## src/hw/rtl/reno_cw_pkg.sv

```systemverilog
`default_nettype none

package reno_cw_pkg;

    typedef enum logic [1:0] {
        PH_SLOW  = 2'd0,
        PH_AVOID = 2'd1,
        PH_RECOV = 2'd2
    } phase_t;

    typedef enum logic [2:0] {
        OP_BYTES_ACKED  = 3'd0,
        OP_LOSS         = 3'd1,
        OP_ECN          = 3'd2,
        OP_PACKET_SENT  = 3'd3,
        OP_PACKET_ACKED = 3'd4
    } opcode_t;

    typedef enum logic [1:0] {
        REG_INITIAL_WINDOW = 2'd0,
        REG_SEGMENT_SIZE   = 2'd1,
        REG_MINIMUM_WINDOW = 2'd2
    } reg_index_t;

    localparam logic [31:0] INITIAL_WINDOW_RESET = 32'd12000;
    localparam logic [15:0] SEGMENT_SIZE_RESET   = 16'd1200;
    localparam logic [31:0] MINIMUM_WINDOW_RESET = 32'd2400;

endpackage

`default_nettype wire

```

## src/hw/rtl/reno_congestion_window.sv

```systemverilog
// A result appears on the master side in the cycle after its event is taken.
// One event per cycle while the output drains; each event updates the controller state in one pass.
// A new event is taken while the previous result waits, as long as the output is drained.
// Reset (rst_n low, asynchronous) restores slow start, the initial window of 12000 bytes,
// an all-ones threshold, zero in flight and the register defaults.
`default_nettype none

module reno_congestion_window
    import reno_cw_pkg::*;
(
    input  wire logic         clk,
    input  wire logic         rst_n,

    input  wire logic         s_axis_tvalid,
    output logic              s_axis_tready,
    // Fields from bit 0: byte_count[31:0], packet_number[93:32], zero fill.
    input  wire logic [95:0]  s_axis_tdata,
    // Fields from bit 0: opcode[2:0].
    input  wire logic [2:0]   s_axis_tuser,

    output logic              m_axis_tvalid,
    input  wire logic         m_axis_tready,
    // Fields from bit 0: available_window[31:0], window_now[63:32],
    // threshold_now[95:64], phase_now[97:96], zero fill.
    output logic [103:0]      m_axis_tdata,

    input  wire logic         cfg_we,
    input  wire logic [1:0]   cfg_index,
    input  wire logic [31:0]  cfg_wdata
);

    function automatic logic [31:0] sat_add(input logic [31:0] a, input logic [31:0] b);
        logic [32:0] s;
        begin
            s = {1'b0, a} + {1'b0, b};
            sat_add = s[32] ? 32'hFFFF_FFFF : s[31:0];
        end
    endfunction

    logic [15:0] segment_size_reg;
    logic [31:0] minimum_window_reg;

    phase_t      phase_reg, phase_next;
    logic [31:0] window_reg, window_next;
    logic [31:0] threshold_reg, threshold_next;
    logic [31:0] in_flight_reg, in_flight_next;
    logic [31:0] acc_reg, acc_next;
    logic [61:0] recovery_packet_reg, recovery_packet_next;

    logic        out_valid_reg;
    logic [31:0] avail_reg, avail_next;
    logic [31:0] out_window_reg;
    logic [31:0] out_threshold_reg;
    logic [1:0]  out_phase_reg;

    logic        accept;
    opcode_t     opcode;
    logic [31:0] byte_count;
    logic [61:0] packet_number;

    logic [31:0] grown_window;
    logic [31:0] grown_acc;
    logic [31:0] half_window;

    assign s_axis_tready = !out_valid_reg || m_axis_tready;
    assign accept        = s_axis_tvalid && s_axis_tready;
    assign opcode        = opcode_t'(s_axis_tuser);
    assign byte_count    = s_axis_tdata[31:0];
    assign packet_number = s_axis_tdata[93:32];

    always_comb
    begin
        phase_next           = phase_reg;
        window_next          = window_reg;
        threshold_next       = threshold_reg;
        in_flight_next       = in_flight_reg;
        acc_next             = acc_reg;
        recovery_packet_next = recovery_packet_reg;
        grown_window         = sat_add(window_reg, byte_count);
        grown_acc            = sat_add(acc_reg, byte_count);
        half_window          = {1'b0, window_reg[31:1]};

        unique case (opcode)
            OP_BYTES_ACKED:
            begin
                if (phase_reg == PH_SLOW)
                begin
                    window_next = grown_window;
                    if (grown_window >= threshold_reg)
                    begin
                        phase_next = PH_AVOID;
                        acc_next   = '0;
                    end
                end
                else if (phase_reg == PH_AVOID)
                begin
                    acc_next = grown_acc;
                    if (grown_acc >= window_reg)
                    begin
                        window_next = sat_add(window_reg, {16'd0, segment_size_reg});
                        acc_next    = grown_acc - window_reg;
                    end
                end
            end
            OP_LOSS, OP_ECN:
            begin
                if (!(phase_reg == PH_RECOV && packet_number <= recovery_packet_reg))
                begin
                    threshold_next = (half_window < minimum_window_reg) ?
                                     minimum_window_reg : half_window;
                    window_next          = threshold_next;
                    phase_next           = PH_RECOV;
                    recovery_packet_next = packet_number;
                    acc_next             = '0;
                end
            end
            OP_PACKET_SENT:
            begin
                in_flight_next = sat_add(in_flight_reg, byte_count);
            end
            OP_PACKET_ACKED:
            begin
                in_flight_next = (in_flight_reg >= byte_count) ?
                                 in_flight_reg - byte_count : 32'd0;
                if (phase_reg == PH_RECOV && in_flight_next == 32'd0)
                begin
                    phase_next = PH_AVOID;
                    acc_next   = '0;
                end
            end
            default:
            begin
            end
        endcase

        avail_next = (in_flight_next >= window_next) ? 32'd0 : window_next - in_flight_next;
    end

    always_ff @(posedge clk or negedge rst_n)
    begin
        if (!rst_n)
        begin
            segment_size_reg   <= SEGMENT_SIZE_RESET;
            minimum_window_reg <= MINIMUM_WINDOW_RESET;
        end
        else if (cfg_we)
        begin
            unique case (cfg_index)
                REG_SEGMENT_SIZE:   segment_size_reg   <= cfg_wdata[15:0];
                REG_MINIMUM_WINDOW: minimum_window_reg <= cfg_wdata;
                // Writes to the initial window are ignored; it is only taken at reset, from its fixed default.
                default:
                begin
                end
            endcase
        end
    end

    always_ff @(posedge clk or negedge rst_n)
    begin
        if (!rst_n)
        begin
            phase_reg           <= PH_SLOW;
            window_reg          <= INITIAL_WINDOW_RESET;
            threshold_reg       <= 32'hFFFF_FFFF;
            in_flight_reg       <= '0;
            acc_reg             <= '0;
            recovery_packet_reg <= '0;
            out_valid_reg       <= 1'b0;
        end
        else
        begin
            if (accept)
            begin
                phase_reg           <= phase_next;
                window_reg          <= window_next;
                threshold_reg       <= threshold_next;
                in_flight_reg       <= in_flight_next;
                acc_reg             <= acc_next;
                recovery_packet_reg <= recovery_packet_next;
                out_valid_reg       <= 1'b1;
            end
            else if (m_axis_tready)
            begin
                out_valid_reg <= 1'b0;
            end
        end
    end

    always_ff @(posedge clk)
    begin
        if (accept)
        begin
            avail_reg         <= avail_next;
            out_window_reg    <= window_next;
            out_threshold_reg <= threshold_next;
            out_phase_reg     <= phase_next;
        end
    end

    assign m_axis_tvalid = out_valid_reg;
    assign m_axis_tdata  = {6'd0, out_phase_reg, out_threshold_reg, out_window_reg, avail_reg};

endmodule

`default_nettype wire
```

## config.mk

```make
export PLATFORM = sky130hd
export DESIGN_NAME = reno_congestion_window
export DESIGN_NICKNAME = d
export VERILOG_FILES = /design/src/hw/rtl/reno_cw_pkg.sv /design/src/hw/rtl/reno_congestion_window.sv
export SDC_FILE = /design/constraint.sdc
export NUM_CORES = 1
export LEC_CHECK = 0
export BUFFER_PORTS_ARGS = -buffer_cell sky130_fd_sc_hd__buf_4
export CORE_ASPECT_RATIO = 1.5
export CORE_UTILIZATION = 40
export CTS_CLUSTER_SIZE = 12
export DETAILED_ROUTE_END_ITERATION = 10
export HOLD_SLACK_MARGIN = 0.02
export SETUP_SLACK_MARGIN = 0.02
export SLEW_MARGIN = 20
export SYNTH_ARGS = -nofsm -noshare
export SYNTH_HDL_FRONTEND = slang
export SYNTH_SLANG_ARGS = --single-unit
export TNS_END_PERCENT = 10
```

## constraint.sdc

```tcl
create_clock -name clk -period 11.4 [get_ports clk]
set_input_delay 1.71 -clock clk [delete_from_list [all_inputs] [get_ports clk]]
set_output_delay 1.71 -clock clk [all_outputs]
set_load 0.005 [all_outputs]
```

==> results.toml <==
[power]
power_density_nw_per_um2 = 282
p_clk_share_pct = 13.7
p_seq_share_pct = 22.0
p_leak_uw = 0.0162
ir_drop_v = 0.000157
p_int_uw = 5070
combPwrFrac_pct = 64.2
p_sw_share_pct = 47.7
p_switching_uw = 4630

[min_path]
min_path_type = "reg2reg"

[sta]
finalHoldViolations = 0
setup_viol = 0
fmax_mhz = 94.2
setup-tns-final_ns = 0
clock_skew_ns = 0.0287
max-slew-margin-rel_pct = 22.9
drv_slew = 0
fin_crit_ns = 10.61
period_share_pct = 93.1
worst-slew-pin-transition_ns = 1.16
rsz0062_at_grt = "false"

[logic_synthesis]
synth_flop_cell = "dfrtp_1"
yosysWarnings = 0
synth_area_um2 = 29600
synth-seq-cells = 339
async_flop_share_pct = 71.1
synth_edf_count = 98
synth.avg_cell_area_um2 = 8.39
synth.distinct_cells = 87
syn_inst = 3532
ys_seq_area_share_pct = 30.5

[floorplanning]
core_area_um2 = 73000
die_h_um = 335
start_util_pct = 40.6
die_w_um = 224
rows = 121
ios = 244
die_area_um2 = 75200

[clocking]
clk_pin_slew_ns = 0.06
cts-root-buf = "clkbuf_16"
cts_hold_buf = 0
ctsResizeCount = 0
post_cts_buffers = 0
cts_htree_levels = 2
cts_tree = "done"
insertion_delay_ns = 0.62
clock-sinks = 339
cts_buffers = 39
clockBufferDepth = 3

[finish]
syn_to_final_growth_pct = 16.0
layout.cells.non_filler = 4799
regArea_um2 = 9030
n_antenna_cell = 0
layout-drive-gt1-share_pct = 14.6
fin_nets = 4261
post-route-util_pct = 47.1
multiInputGateArea_um2 = 19000
num-fill-cells = 7344
largest_reg_flops = 62

[grt]
grt_pass1_wl_mm = 168
first_global_vias = 28292
track_usage_pct = 29.6
antenna_found_initial = 1
gr-total-overflow = 0
grt_max_degree = 127

[worst_setup_path]
cp-start-kind = "primary input"
worstPathMaxFanout = 21
worst_setup_path_end_kind = "register"
cp.arrival_ns = 10.97
path_class = "in2reg"
slowest_delay_ns = 0.46
cp.required_ns = 11.76
worst_path_most_repeated_cell = "buf_4"
slowest_stage = "o22a_1"

[route]
drc = 0
via_count = 28123
drt_wl_total_mm = 112
firstDrtPassIters = 7
dr.first_iter.drc_count = 1758
wl_per_cell_um = 23.3
via_per_inst = 5.86
final_antenna_net_count = 0

[placed_design]
routabilityCongestion = 0.970
dp.cells = 4726
io_buffer_count = 235
dp_hpwl_mm = 88.2

[run_status]
outcome = "completed"

[flow_run]
maxCapViolCount = 0
Yosys cell counts (all sizes together) (11+ instances only):
library cell  number  area share [%]
a2111oi           11            0.32
a211o             30            0.89
nor2             272             3.5
and3              22            0.46
ha               332              14
a221o             33             1.1
xnor2            102             3.0
o211ai            19            0.50
nor2b             34            0.72
mux2              48             1.8
o21bai            35            0.89
o2111ai           12            0.35
xor2              49             1.4
nand2b            38            0.80
nor4              16            0.34
nand4             53             1.1
clkbuf           127             1.6
o21a              40             1.0
a21oi            308             5.2
a21o             171             4.3
a21boi            12            0.30
or3               26            0.55
nand2            332             4.2
o21ai            287             4.8
a211oi            39            0.99
and2              23            0.49
buf               29            0.55
edfxtp            98             9.9
a221oi            28            0.83
dfstp             47             4.2
o31ai             15            0.38
o2bb2ai           17            0.50
or2               17            0.36
mux2i             33             1.1
inv              276             3.5
nand3             49            0.84
a31oi             48             1.0
a311oi            13            0.38
nor3              63             1.1
dfrtp            194              16
cell type report:
class / count / share of cell area [%]
Timing Repair Buffer: 362 / 8.00
Sequential cell: 339 / 26.3
Tap cell: 984 / 3.58
Clock inverter: 17 / 0.698
Multi-Input combinational cell: 2766 / 55.3
Inverter: 276 / 3.03
Clock buffer: 55 / 3.13
worst paths after layout:
path,from,to,slack (ns),cells after the start
setup / recovery,s_axis_tdata[0],avail_reg[2]$_SDFFCE_PP0P_,0.79,43
hold / removal,threshold_reg[27]$_DFFE_PN1P_,threshold_reg[27]$_DFFE_PN1P_,0.49,2
setup reg to reg,acc_reg[0]$_DFFE_PN0P_,avail_reg[2]$_SDFFCE_PP0P_,1.67,42
hold reg to reg,threshold_reg[27]$_DFFE_PN1P_,threshold_reg[27]$_DFFE_PN1P_,0.49,2
max in group asynchronous,rst_n,window_reg[8]$_DFFE_PN0P_,8.17,3
min in group asynchronous,rst_n,recovery_packet_reg[20]$_DFFE_PN0P_,1.07,1
through the flow:
stage | setup slack, ns | hold WS, ns | power [uW] | area [um2]
3_3_place_gp | 0.350 | 0.472 | 8260 | 33100
3_5_place_dp | 0.268 | 0.478 | 8290 | 33100
2_1_floorplan | 1.86 | 0.454 | 6100 | 29700
4_1_cts | 0.859 | 0.493 | 9680 | 34400
6_report | 0.790 | 0.490 | 9700 | 34400
5_1_grt | 0.365 | 0.502 | 10400 | 34400
power groups by stage:
stage	clock network (uW)	logic, uW	registers, uW
2_1_floorplan	0	4100	2000
3_3_place_gp	0	6120	2140
3_5_place_dp	0	6140	2150
4_1_cts	1360	6180	2130
5_1_grt	1400	6860	2180
6_report	1330	6230	2140
cell families (layout without fill, tap and decap cells):
group / Yosys count / in the layout / synth area share (%)
AOI/OAI and AO/OA: 1204 / 1204 / 26.4
xor gates and xnor gates: 151 / 151 / 4.46
adders and majority gates: 341 / 341 / 14.6
buffers and inverters: 432 / 710 / 5.65
DFF: 339 / 339 / 30.5
muxes: 81 / 81 / 2.94
other: 1 / 6 / 0.0126
and+or+nand+nor: 983 / 983 / 15.5
per-layer routing:
layer | share of wire, % | global-route usage [%] | up-vias
met1 | 39 | 33.5 | 13527
met4 | 7.0 | 18.8 | 0
met2 | 49 | 52.0 | 893
met5 | 0 | 0 | -
met3 | 5.1 | 4.16 | 317
li1 | - | - | 13386
worst max-delay path: cells and delay by family:
kind,cells,cell delay [ns]
AOI/OAI and AO/OA,20,4.42
buffers and inverters,10,1.73
and+or+nand+nor,9,1.62
adders and majority gates,4,1.46
cell usage in the layout, fill, tap and decap left out, drive strengths merged, types with 39 or more instances in the layout:
cell type,n
a211oi,39
a21o,171
a21oi,308
a31oi,48
buf,362
clkbuf,55
dfrtp,194
dfstp,47
edfxtp,98
ha,332
inv,278
mux2,48
nand2,332
nand3,49
nand4,53
nor2,272
nor3,63
o21a,40
o21ai,287
xnor2,102
xor2,49
Power figures use the tool's default switching activity.
